**config.mk**
```make
export PLATFORM = sky130hd
export DESIGN_NAME = capture_tachometer_rpm_filter_flat
export DESIGN_NICKNAME = d
export VERILOG_FILES = /design/src/design/ctrpm_pkg.sv /design/src/design/ctrpm_if.sv /design/src/design/ctrpm_div.sv /design/src/design/capture_tachometer_rpm_filter.sv /design/src/flat_wrapper.sv
export VERILOG_INCLUDE_DIRS = /design/src /design/src/design
export SDC_FILE = /design/constraint.sdc
export NUM_CORES = 1
export LEC_CHECK = 0
export CORE_MARGIN = 1.5
export CORE_UTILIZATION = 30
export CTS_CLUSTER_DIAMETER = 200
export DETAILED_ROUTE_END_ITERATION = 8
export DONT_BUFFER_PORTS = 1
export GPL_ROUTABILITY_DRIVEN = 0
export PLACE_DENSITY = 0.53
export SYNTH_ARGS = -nofsm -noshare
export SYNTH_HDL_FRONTEND = slang
export SYNTH_SLANG_ARGS = --single-unit
```
**constraint.sdc**
```tcl
create_clock -name clk -period 10.1 [get_ports clk]
set_clock_uncertainty 0.15 [all_clocks]
set_input_delay 1.01 -clock clk [delete_from_list [all_inputs] [get_ports clk]]
set_output_delay 1.01 -clock clk [all_outputs]
set_load 0.005 [all_outputs]
```
**src/design/capture_tachometer_rpm_filter_assert.svh**
```systemverilog
// ----------------------------------------------------------------------------
// Tachometer assertion macros
// Shared concurrent-assertion forms, clocked on clk and disabled in reset.
// ----------------------------------------------------------------------------
`ifndef CAPTURE_TACHOMETER_RPM_FILTER_ASSERT_SVH
`define CAPTURE_TACHOMETER_RPM_FILTER_ASSERT_SVH

// same-cycle implication
`define CTRPM_A_IMP(label, ante, cons, msg) \
	label: assert property (@(posedge clk) disable iff (!arst_n) (ante) |-> (cons)) \
		else $error(msg);

// next-cycle implication
`define CTRPM_A_NXT(label, ante, cons, msg) \
	label: assert property (@(posedge clk) disable iff (!arst_n) (ante) |=> (cons)) \
		else $error(msg);

`endif

```
**src/design/ctrpm_pkg.sv**
```systemverilog
// ----------------------------------------------------------------------------
// Tachometer package
// Widths, event codes, sequencer states and divider status type.
// ----------------------------------------------------------------------------
package ctrpm_pkg;

	localparam int RPM_W          = 24;
	localparam int OP_W           = 2;
	localparam int WRAP_W         = 16;
	localparam int TIMER_BITS_DEF = 16;
	localparam logic [RPM_W-1:0] TPM_RESET = 24'd15000000;

	typedef enum logic [OP_W-1:0] {
		OP_CAPTURE  = 2'd0,
		OP_OVERFLOW = 2'd1,
		OP_FILTER   = 2'd2
	} op_t;

	typedef enum logic [1:0] {
		ST_IDLE,
		ST_DIV,
		ST_DONE
	} state_t;

	typedef struct packed {
		logic busy;
		logic done;
	} div_stat_t;

endpackage

```
**src/design/ctrpm_if.sv**
```systemverilog
// ----------------------------------------------------------------------------
// Tachometer channel interfaces
// Valid/ready channels for events in and rpm results out.
// ----------------------------------------------------------------------------
interface ctrpm_evt_if import ctrpm_pkg::*; #(
	parameter int TIMER_BITS = TIMER_BITS_DEF
) ();
	logic                  valid;
	logic                  ready;
	logic [OP_W-1:0]       op;
	logic [TIMER_BITS-1:0] capture_value;

	modport source (output valid, output op, output capture_value, input ready);
	modport sink   (input valid, input op, input capture_value, output ready);
endinterface

interface ctrpm_rpm_if import ctrpm_pkg::*; ();
	logic             valid;
	logic             ready;
	logic [RPM_W-1:0] raw_rpm;
	logic [RPM_W-1:0] smoothed_rpm;
	logic             bad_interval;

	modport source (output valid, output raw_rpm, output smoothed_rpm, output bad_interval,
		input ready);
	modport sink   (input valid, input raw_rpm, input smoothed_rpm, input bad_interval,
		output ready);
endinterface

```
**src/design/ctrpm_div.sv**
```systemverilog
// ----------------------------------------------------------------------------
// Tachometer divider
// Restoring divider, one quotient bit per cycle, RPM_W-bit dividend.
// ----------------------------------------------------------------------------
module ctrpm_div import ctrpm_pkg::*; #(
	parameter int DIV_W = WRAP_W + TIMER_BITS_DEF
) (
	input  logic             clk,
	input  logic             arst_n,
	input  logic             start,
	input  logic [RPM_W-1:0] dividend,
	input  logic [DIV_W-1:0] divisor,
	output div_stat_t        stat,
	output logic [RPM_W-1:0] quotient
);

	localparam int CNT_W = $clog2(RPM_W);

	logic             busy_q;
	logic             done_q;
	logic [CNT_W-1:0] cnt_q;
	logic [RPM_W-1:0] num_q;
	logic [DIV_W-1:0] rem_q;
	logic [DIV_W-1:0] den_q;

	logic [DIV_W:0]   trial;
	logic [DIV_W:0]   diff;
	logic             fits;

	always_comb begin
		trial = {rem_q, num_q[RPM_W-1]};
		diff  = trial - {1'b0, den_q};
		fits  = trial >= {1'b0, den_q};
	end

	always_ff @(posedge clk or negedge arst_n) begin
		if (!arst_n) begin
			busy_q <= 1'b0;
			done_q <= 1'b0;
			cnt_q  <= '0;
		end else begin
			done_q <= busy_q && (cnt_q == CNT_W'(RPM_W - 1));
			if (start) begin
				busy_q <= 1'b1;
				cnt_q  <= '0;
			end else if (busy_q) begin
				cnt_q <= cnt_q + 1'b1;
				if (cnt_q == CNT_W'(RPM_W - 1))
					busy_q <= 1'b0;
			end
		end
	end

	// quotient bits shift in behind the dividend bits
	always_ff @(posedge clk) begin
		if (start) begin
			num_q <= dividend;
			rem_q <= '0;
			den_q <= divisor;
		end else if (busy_q) begin
			num_q <= {num_q[RPM_W-2:0], fits};
			rem_q <= fits ? diff[DIV_W-1:0] : trial[DIV_W-1:0];
		end
	end

	assign stat.busy = busy_q;
	assign stat.done = done_q;
	assign quotient  = num_q;

endmodule

```
**src/design/capture_tachometer_rpm_filter.sv**
```systemverilog
// ----------------------------------------------------------------------------
// Capture tachometer rpm filter
// Fan speed from input-capture timestamps, with a half-weight smoothing filter.
// ----------------------------------------------------------------------------
// Events are taken one at a time, and the next event is not taken until the
// result of the current one has been taken. An overflow, a filter tick, an
// unused op code or the first capture gives its result in the cycle after
// acceptance. A later capture with a positive interval runs ticks_per_minute
// through the restoring divider, which produces one quotient bit per cycle;
// its result is registered once the divider has stepped through all RPM_W
// quotient bits and signalled done. A capture with a non-positive interval
// skips the divider and answers in the cycle after acceptance, bad_interval set.
module capture_tachometer_rpm_filter import ctrpm_pkg::*; #(
	parameter int TIMER_BITS = TIMER_BITS_DEF
) (
	input  logic             clk,
	input  logic             arst_n,
	input  logic             cfg_we,
	input  logic [RPM_W-1:0] cfg_wdata,
	ctrpm_evt_if.sink        evt,
	ctrpm_rpm_if.source      rpm
);

	`include "capture_tachometer_rpm_filter_assert.svh"

	localparam int SPAN_W = WRAP_W + TIMER_BITS;

	state_t                state_q, state_d;
	logic [RPM_W-1:0]      tpm_q;
	logic [TIMER_BITS-1:0] last_q;
	logic                  started_q;
	logic [WRAP_W-1:0]     wrap_q;
	logic [RPM_W-1:0]      raw_q;
	logic [RPM_W-1:0]      smooth_q;
	logic                  bad_q;

	logic                  acc;
	logic [WRAP_W-1:0]     extra;
	logic [SPAN_W:0]       diff;
	logic                  span_bad;
	logic                  div_start;
	logic [RPM_W:0]        avg_sum;
	div_stat_t             stat;
	logic [RPM_W-1:0]      quotient;

	assign acc = evt.valid && evt.ready;

	// interval = stamp + (wraps-1)*2^TIMER_BITS - last; borrow or zero means bad
	always_comb begin
		extra     = (wrap_q == '0) ? '0 : wrap_q - 1'b1;
		diff      = {1'b0, extra, evt.capture_value} - {{(WRAP_W + 1){1'b0}}, last_q};
		span_bad  = diff[SPAN_W] || (diff[SPAN_W-1:0] == '0);
		div_start = acc && (evt.op == OP_CAPTURE) && started_q && !span_bad;
		avg_sum   = {1'b0, raw_q} + {1'b0, smooth_q};
	end

	ctrpm_div #(.DIV_W(SPAN_W)) u_div (
		.clk      (clk),
		.arst_n   (arst_n),
		.start    (div_start),
		.dividend (tpm_q),
		.divisor  (diff[SPAN_W-1:0]),
		.stat     (stat),
		.quotient (quotient)
	);

	always_ff @(posedge clk or negedge arst_n) begin
		if (!arst_n)
			state_q <= ST_IDLE;
		else
			state_q <= state_d;
	end

	always_comb begin
		state_d   = state_q;
		evt.ready = 1'b0;
		rpm.valid = 1'b0;
		case (state_q)
			ST_IDLE: begin
				evt.ready = 1'b1;
				if (acc)
					state_d = div_start ? ST_DIV : ST_DONE;
			end
			ST_DIV: begin
				if (stat.done)
					state_d = ST_DONE;
			end
			ST_DONE: begin
				rpm.valid = 1'b1;
				if (rpm.ready)
					state_d = ST_IDLE;
			end
			default: state_d = ST_IDLE;
		endcase
	end

	always_ff @(posedge clk or negedge arst_n) begin
		if (!arst_n) begin
			tpm_q     <= TPM_RESET;
			last_q    <= '0;
			started_q <= 1'b0;
			wrap_q    <= '0;
			raw_q     <= '0;
			smooth_q  <= '0;
			bad_q     <= 1'b0;
		end else begin
			if (cfg_we)
				tpm_q <= cfg_wdata;
			if (acc) begin
				bad_q <= 1'b0;
				case (evt.op)
					OP_CAPTURE: begin
						started_q <= 1'b1;
						last_q    <= evt.capture_value;
						wrap_q    <= WRAP_W'(1);
						bad_q     <= started_q && span_bad;
					end
					OP_OVERFLOW: begin
						// counts only after the first capture, saturates
						if (wrap_q != '0 && wrap_q != '1)
							wrap_q <= wrap_q + 1'b1;
					end
					OP_FILTER: smooth_q <= avg_sum[RPM_W:1];
					default: ;
				endcase
			end
			if (stat.done)
				raw_q <= quotient;
		end
	end

	assign rpm.raw_rpm      = raw_q;
	assign rpm.smoothed_rpm = smooth_q;
	assign rpm.bad_interval = bad_q;

	`CTRPM_A_IMP(a_one_side, evt.ready, !rpm.valid, "input taken while result pending")
	`CTRPM_A_IMP(a_div_state, stat.done, state_q == ST_DIV, "divider finished outside ST_DIV")
	`CTRPM_A_NXT(a_bad_hold, acc && evt.op == OP_CAPTURE && started_q && span_bad,
		$stable(raw_q) && bad_q && rpm.valid, "bad interval did not hold raw rpm")
	`CTRPM_A_IMP(a_wrap_live, started_q, wrap_q != '0, "wrap count zero after start")

endmodule

```
**src/flat_wrapper.sv**
```systemverilog
// flat-port wrapper written by rule: the top's interface ports become plain ports
module capture_tachometer_rpm_filter_flat import ctrpm_pkg::*;
#(
	parameter int TIMER_BITS = TIMER_BITS_DEF
)
  (clk, arst_n, cfg_we, cfg_wdata, evt_valid, evt_op, evt_capture_value, evt_ready, rpm_valid, rpm_raw_rpm, rpm_smoothed_rpm, rpm_bad_interval, rpm_ready);
  ctrpm_evt_if #(.TIMER_BITS(TIMER_BITS)) evt_i ();
  ctrpm_rpm_if rpm_i ();
  input  logic clk;
  input  logic arst_n;
  input  logic cfg_we;
  input  logic [RPM_W-1:0] cfg_wdata;
  input wire logic [$bits(evt_i.valid)-1:0] evt_valid;
  input wire logic [$bits(evt_i.op)-1:0] evt_op;
  input wire logic [$bits(evt_i.capture_value)-1:0] evt_capture_value;
  output wire logic [$bits(evt_i.ready)-1:0] evt_ready;
  output wire logic [$bits(rpm_i.valid)-1:0] rpm_valid;
  output wire logic [$bits(rpm_i.raw_rpm)-1:0] rpm_raw_rpm;
  output wire logic [$bits(rpm_i.smoothed_rpm)-1:0] rpm_smoothed_rpm;
  output wire logic [$bits(rpm_i.bad_interval)-1:0] rpm_bad_interval;
  input wire logic [$bits(rpm_i.ready)-1:0] rpm_ready;
  assign evt_i.valid = evt_valid;
  assign evt_i.op = evt_op;
  assign evt_i.capture_value = evt_capture_value;
  assign evt_ready = evt_i.ready;
  assign rpm_valid = rpm_i.valid;
  assign rpm_raw_rpm = rpm_i.raw_rpm;
  assign rpm_smoothed_rpm = rpm_i.smoothed_rpm;
  assign rpm_bad_interval = rpm_i.bad_interval;
  assign rpm_i.ready = rpm_ready;
  capture_tachometer_rpm_filter #(.TIMER_BITS(TIMER_BITS)) u_core (.clk(clk), .arst_n(arst_n), .cfg_we(cfg_we), .cfg_wdata(cfg_wdata), .evt(evt_i), .rpm(rpm_i));
endmodule
```
==> flow_summary.json, run 1 <==
{
  "run_status": "finished, final reports clean",
  "met1_track_usage_gr_pct": 19.2,
  "initial_antenna_violation_count": 0,
  "insertion_delay_ps": 540,
  "routed_wire_length_per_instance_um": 16.5,
  "clockRootBuffer": "sky130_fd_sc_hd__clkbuf_16",
  "dp_hpwl_mm": 22.4,
  "cp.arrival_ps": 5820,
  "finalSetupViolCount": 0,
  "synth-xor-area-share_pct": 5.83,
  "period_minus_slack_ps": 5800,
  "post-layout-total-power_w": 0.00478,
  "htreeDepth": 1,
  "syn_inst": 1330,
  "worstPathRequired_ps": 10120,
  "crit-reg2reg-capture": "u_core.u_div.den_q[21]",
  "nets": 1430,
  "rsz0062_at_grt": "no",
  "cts.repair_timing.setup_buffer_count": 0,
  "global_route.usage.met2_pct": 23.3,
  "number_of_nets_with_antenna_violations_after_routing": 0,
  "power_switching_w": 0.00201,
  "r2r_slack_ps": 4300,
  "core_area_um2": 41900,
  "grt_max_degree": 106,
  "global_route.peak_usage_layer": "met2",
  "worst_r2r_startpoint": "u_core.wrap_q[3]",
  "synth_mux_area_share_pct": 7.46,
  "leak_pwr_nw": 5.97,
  "fin_ws_ps": 4300,
  "synth_area_in_compound_gates_pct": 18.0,
  "cp-endpoint": "u_core.u_div.den_q[21]",
  "die_x_um": 209,
  "synthArstFlopShare_pct": 56.7,
  "port_buffers": 0,
  "synth_ff_type": "sky130_fd_sc_hd__dfrtp_1",
  "sequential_cell_area_um2": 5210,
  "io_pins": 98,
  "setup.worst_path.class": "register to register",
  "synthSimpleGateAreaFrac_pct": 15.6,
  "setup.worst_path.start_class": "register",
  "utilization_of_the_core_after_routing_pct": 33.4,
  "yosysSeqAreaShare_pct": 40.8,
  "die-area_um2": 43800,
  "vdd_drop_max_mv": 0.172,
  "grt.met3_usage_pct": 2.33,
  "placed_area_um2": 13200,
  "synthesis_stage_register_bit_count": 203,
  "synthAdderAreaFrac_pct": 7.72,
  "power.share.clock_pct": 17.5,
  "globalRoute.totalOverflow": 0,
  "multi_input_gate_area_um2": 6990,
  "syn-mean-instance-area_um2": 9.60,
  "critical_path_peak_fanout": 50,
  "synth_nets": 1454,
  "final.setup.tns_ps": 0,
  "max_slew.worst_pin.slew_ps": 986,
  "cell_internal_pwr_w": 0.00277,
  "numClockSinks": 203,
  "drtPass1Iterations": 5,
  "switching_share_pct": 42.0,
  "report.final.hold_viol_count": 0,
  "routed_wirelength_mm": 30.7,
  "combinationalPowerShare_pct": 52.2,
  "fmax_ghz": 0.172,
  "setup.worst_path.start": "u_core.wrap_q[3]",
  "gr-usage-all-layers_pct": 14.2,
  "dp_worst_slack_ps": 3910,
  "start_util_pct": 30.4,
  "cts_tree": "built",
  "layout_worst_path_cycle_share_pct": 57.5,
  "area.growth.synth_to_final_pct": 9.86,
  "setup.worst_path.end_class": "register",
  "ctsHoldBuffers": 1,
  "rows": 75,
  "cts.reportedPaths.clkPinSlew_ps": 60,
  "main_combinational_cell_family_by_area_after_synthesis": "compound AO/OA/AOI/OAI gates",
  "synthesis.area_um2": 12800,
  "final.fill_count": 4267,
  "layout-drive-gt1-share_pct": 11.8,
  "synth-edff-count": 56,
  "postLayoutCellArea_um2": 14000,
  "type_of_the_most_critical_hold_path": "input pin to async pin",
  "worstRegToRegCells": 11,
  "cts_repair_resize_count": 0,
  "power.share.sequential_pct": 30.3,
  "finalMaxSlewViolations": 0,
  "yosys_warnings": 0,
  "cts_buffer_depth": 3,
  "power_density_nw_per_um2": 341,
  "number_of_diodes_added_for_antenna_fixing": 0,
  "drt_drc_violations_left": 0,
  "routed-via-count": 9497,
  "yosys.cell_types.count": 78,
  "cap_viol_max_count": 0,
  "wire_length_of_the_first_global_routing_pass_mm": 50.8,
  "initialDrtViolationCount": 625,
  "slew-limit-headroom_pct": 34.0,
  "die_y_um": 209,
  "numCtsBuffers": 24,
  "first_global_vias": 9280,
  "vias_per_cell": 5.10
}
-- how the worst min path moves through the flow --
stage / slack [ps] / cells after the start / end
after global placement: 300 / 1 / u_core.started_q
after floorplan: 290 / 1 / u_core.started_q
final: 160 / 0 / u_core.tpm_q[23]
after global routing: 140 / 0 / u_core.tpm_q[7]
after detailed placement: 300 / 1 / u_core.started_q
after CTS: 130 / 0 / u_core.tpm_q[23]
-- critical path, cell delays in order (launching register included) --
cell	delay [ps]
sky130_fd_sc_hd__dfrtp_1	590
sky130_fd_sc_hd__nor4_4	570
sky130_fd_sc_hd__nand4_1	210
sky130_fd_sc_hd__nor2_1	790
sky130_fd_sc_hd__o21ai_0	220
sky130_fd_sc_hd__a31oi_1	440
sky130_fd_sc_hd__and2_1	220
sky130_fd_sc_hd__o22ai_1	110
sky130_fd_sc_hd__a41oi_1	370
sky130_fd_sc_hd__nor2b_4	530
sky130_fd_sc_hd__buf_4	510
sky130_fd_sc_hd__buf_4	630
-- per-layer routing --
metal,part of all wire (%),vias to the layer above
met4,2.0,0
met2,47,161
met1,47,4561
li1,-,4739
met3,4.0,36
met5,0,-
-- logic make-up after synthesis --
family,after synthesis
flip-flops,203
multiplexers,86
AND/OR/NAND/NOR,407
XOR/XNOR,85
AO/OA/AOI/OAI,334
adder cells (fa/ha/maj),77
buffers and inverters,138
-- final cells by class --
class	instances	share of cell area (%)
multi-input combinational	989	49.8
sequential	203	37.2
timing repair buffer	8	0.571
tap	539	4.81
clock inverter	10	0.758
inverter	80	2.14
clock buffer	33	4.74
-- sequential cells by signal (all words and copies together) (netlist names) --
| register | cells |
|---|---|
| u_core.u_div.done_q | 1 |
| u_core.rpm.raw_rpm | 24 |
| u_core.u_div.cnt_q | 5 |
| u_core.tpm_q | 24 |
| u_core.u_div.busy_q | 1 |
| u_core.rpm.bad_interval | 1 |
| u_core.u_div.quotient | 24 |
| u_core.u_div.rem_q | 32 |
| u_core.state_q | 2 |
| u_core.u_div.den_q | 32 |
| u_core.last_q | 16 |
| u_core.wrap_q | 16 |
| u_core.started_q | 1 |
| u_core.rpm.smoothed_rpm | 24 |
-- Yosys cell counts (23+ instances only) --
library cell,n,area (um^2)
sky130_fd_sc_hd__a21oi_1,85,425
sky130_fd_sc_hd__mux2_2,50,563
sky130_fd_sc_hd__nor3_1,30,150
sky130_fd_sc_hd__edfxtp_1,56,1680
sky130_fd_sc_hd__dfxtp_1,32,641
sky130_fd_sc_hd__o21ai_0,83,415
sky130_fd_sc_hd__clkbuf_1,43,161
sky130_fd_sc_hd__inv_1,80,300
sky130_fd_sc_hd__dfrtp_1,105,2630
sky130_fd_sc_hd__a21o_1,35,263
sky130_fd_sc_hd__a211oi_2,29,363
sky130_fd_sc_hd__nand3_1,24,120
sky130_fd_sc_hd__nand2_1,99,372
sky130_fd_sc_hd__xor2_1,42,368
sky130_fd_sc_hd__ha_1,74,926
sky130_fd_sc_hd__mux2_1,23,259
sky130_fd_sc_hd__xnor2_1,43,377
sky130_fd_sc_hd__nor2_1,128,480
-- per-stage QoR --
stage	hold slack, ps	std cells
after floorplan	289	1330
after global placement	304	1818
after detailed placement	303	1818
after CTS	129	1862
after global routing	140	1862
final	163	1862
-- cells in the final DEF (no fill, tap or decap), types with 24 or more instances in the layout --
cell / netlist / routed
sky130_fd_sc_hd__dfxtp_1: 32 / 32
sky130_fd_sc_hd__a21oi_1: 85 / 85
sky130_fd_sc_hd__nor2_1: 128 / 128
sky130_fd_sc_hd__inv_1: 80 / 80
sky130_fd_sc_hd__clkbuf_16: 0 / 24
sky130_fd_sc_hd__edfxtp_1: 56 / 56
sky130_fd_sc_hd__nand3_1: 24 / 24
sky130_fd_sc_hd__nand2_1: 99 / 99
sky130_fd_sc_hd__xor2_1: 42 / 42
sky130_fd_sc_hd__a211oi_2: 29 / 29
sky130_fd_sc_hd__ha_1: 74 / 74
sky130_fd_sc_hd__nor3_1: 30 / 29
sky130_fd_sc_hd__dfrtp_1: 105 / 104
sky130_fd_sc_hd__mux2_2: 50 / 50
sky130_fd_sc_hd__a21o_1: 35 / 35
sky130_fd_sc_hd__o21ai_0: 83 / 83
sky130_fd_sc_hd__xnor2_1: 43 / 43
-- power groups by stage --
| stage | Combinational (W) | Sequential (W) | Clock [W] |
|---|---|---|---|
| finish | 0.00249 | 0.00145 | 0.000837 |
| global route | 0.00281 | 0.00148 | 0.000898 |
| CTS | 0.00250 | 0.00145 | 0.000872 |
| detailed placement | 0.00247 | 0.00146 | 0 |
| global placement | 0.00245 | 0.00146 | 0 |
| floorplan | 0.00204 | 0.00136 | 0 |
No activity file was read; power rests on OpenSTA's default activity.
==> run 2: changes to the inputs <==
PLACE_DENSITY = 0.54   (was 0.53)
clock period = 4.9 ns   (was 10.1 ns; I/O delays follow)
==> flow_summary.json, run 2 (synthesized netlist as in run 1, its figures left out) <==
{
  "slew-limit-headroom_pct": 36.6,
  "start_util_pct": 30.4,
  "setup.worst_path.class": "register to register",
  "post-layout-total-power_w": 0.0101,
  "core_area_um2": 41900,
  "insertion_delay_ps": 550,
  "finalMaxSlewViolations": 0,
  "drtPass1Iterations": 5,
  "cap_viol_max_count": 0,
  "layout_worst_path_cycle_share_pct": 95.9,
  "dp_hpwl_mm": 22.8,
  "power_density_nw_per_um2": 688,
  "clockRootBuffer": "sky130_fd_sc_hd__clkbuf_16",
  "rsz0062_at_grt": "no",
  "power_switching_w": 0.00419,
  "worstPathRequired_ps": 4950,
  "number_of_diodes_added_for_antenna_fixing": 0,
  "die_y_um": 209,
  "cts_buffer_depth": 3,
  "period_minus_slack_ps": 4700,
  "power.share.sequential_pct": 29.9,
  "setup.worst_path.start_class": "register",
  "commonest_non_fill_non_tap_cell_in_the_layout": "sky130_fd_sc_hd__nor2_1",
  "wire_length_of_the_first_global_routing_pass_mm": 51.9,
  "leak_pwr_nw": 6.28,
  "io_pins": 98,
  "final.fill_count": 4159,
  "first_global_vias": 9689,
  "sequential_cell_area_um2": 5210,
  "power.share.clock_pct": 18.4,
  "rows": 75,
  "combinationalPowerShare_pct": 51.7,
  "globalRoute.totalOverflow": 0,
  "die_x_um": 209,
  "nets": 1487,
  "placed_area_um2": 13300,
  "vdd_drop_max_mv": 0.391,
  "fmax_ghz": 0.213,
  "initial_antenna_violation_count": 0,
  "max_slew.worst_pin.slew_ps": 951,
  "finalSetupViolCount": 0,
  "port_buffers": 0,
  "setup.worst_path.end_class": "register",
  "cts_tree": "built",
  "initialDrtViolationCount": 602,
  "die-area_um2": 43800,
  "cts.repair_timing.setup_buffer_count": 0,
  "postLayoutCellArea_um2": 14700,
  "largest_registers": "u_core.u_div.den_q: 32 flops, u_core.u_div.rem_q: 32 flops",
  "routed-via-count": 9869,
  "number_of_nets_with_antenna_violations_after_routing": 0,
  "layout-drive-gt1-share_pct": 12.7,
  "routed_wire_length_per_instance_um": 16.4,
  "type_of_the_most_critical_hold_path": "input pin to register",
  "area.growth.synth_to_final_pct": 14.8,
  "cts_repair_resize_count": 0,
  "critical_path_peak_fanout": 59,
  "cell_internal_pwr_w": 0.00588,
  "grt_max_degree": 116,
  "report.final.hold_viol_count": 0,
  "run_status": "finished, final reports clean",
  "htreeDepth": 1,
  "gr-usage-all-layers_pct": 14.4,
  "mostFrequentLayoutCells": "sky130_fd_sc_hd__nor2_1, sky130_fd_sc_hd__dfrtp_1, sky130_fd_sc_hd__nand2_1",
  "vias_per_cell": 5.14,
  "numClockSinks": 203,
  "switching_share_pct": 41.6,
  "numCtsBuffers": 24,
  "cts.reportedPaths.clkPinSlew_ps": 60,
  "drt_drc_violations_left": 0,
  "multi_input_gate_area_um2": 6990,
  "routed_wirelength_mm": 31.5,
  "final.setup.tns_ps": 0,
  "cp.arrival_ps": 4750
}
==> run 2: cell count changes in the layout (fill, tap and decap cells not counted), sizes merged <==
cell	change
bufinv	+2
clkbuf	-6
clkinvlp	-3
buf	+14
inv	+1
dlygate4sd3	+43
clkinv	+7
==> run 2: metrics by stage <==
step | setup WS, ps | util, % | instances | hold WS (ps)
after floorplan | 859 | - | 1330 | 44.4
after global placement | 146 | 31.8 | 1831 | 46.6
after detailed placement | 106 | 31.8 | 1831 | 46.4
after CTS | 228 | 34.9 | 1920 | 28.2
after global routing | 24.7 | 34.9 | 1920 | 70.3
final | 201 | 34.9 | 1920 | 53.5
==> run 2: final timing paths <==
kind	end	from	cells past startpoint	slack [ps]
max in group asynchronous	u_core.u_div.busy_q	arst_n	2	3710
worst max-delay path	u_core.u_div.den_q[20]	u_core.last_q[0]	14	200
worst min register to register	u_core.started_q	u_core.started_q	1	320
worst min-delay path	u_core.rpm.bad_interval	evt_valid	3	50
min in group asynchronous	u_core.rpm.smoothed_rpm[6]	arst_n	2	410
worst max register to register	u_core.u_div.den_q[20]	u_core.last_q[0]	14	200
==> run 2: critical path, stage by stage (launching register included) <==
cell and delay (ps):
sky130_fd_sc_hd__dfrtp_1 380, sky130_fd_sc_hd__ha_1 210, sky130_fd_sc_hd__fa_1 400, sky130_fd_sc_hd__nand2b_1 190
sky130_fd_sc_hd__a21oi_1 360, sky130_fd_sc_hd__o21a_1 190, sky130_fd_sc_hd__o21ai_0 140, sky130_fd_sc_hd__a21oi_1 490
sky130_fd_sc_hd__nor4_1 130, sky130_fd_sc_hd__a21oi_1 300, sky130_fd_sc_hd__nor4_1 100, sky130_fd_sc_hd__a41oi_1 430
sky130_fd_sc_hd__nor2b_4 230, sky130_fd_sc_hd__buf_4 240, sky130_fd_sc_hd__buf_12 340
==> run 2: cell type report <==
cell class,instances,area share [%]
Inverter,80,2.05
Timing Repair Buffer,65,4.46
Multi-Input combinational cell,989,47.7
Clock inverter,17,1.31
Tap cell,539,4.60
Sequential cell,203,35.6
Clock buffer,27,4.31
==> run 2: power by group through the flow <==
stage | combinational [W] | sequential, W | clock (W)
after floorplan | 0.00420 | 0.00280 | 0
after global placement | 0.00504 | 0.00303 | 0
after detailed placement | 0.00511 | 0.00304 | 0
after CTS | 0.00520 | 0.00302 | 0.00191
after global routing | 0.00584 | 0.00309 | 0.00197
final | 0.00521 | 0.00301 | 0.00185
==> run 2: repair_timing <==
action / 4_1_cts / 5_1_grt
endpoints found under the hold margin: 158 / 0
setup endpoints to repair: 0 / 0
hold buffers: 45 / 0
==> run 2: routing by layer <==
metal,global-route usage [%],up-vias,wire length [um]
met3,2.09,57,1300
met5,0,-,0
met4,4.20,0,774
li1,-,4856,-
met1,19.7,4764,14900
met2,23.6,192,14600
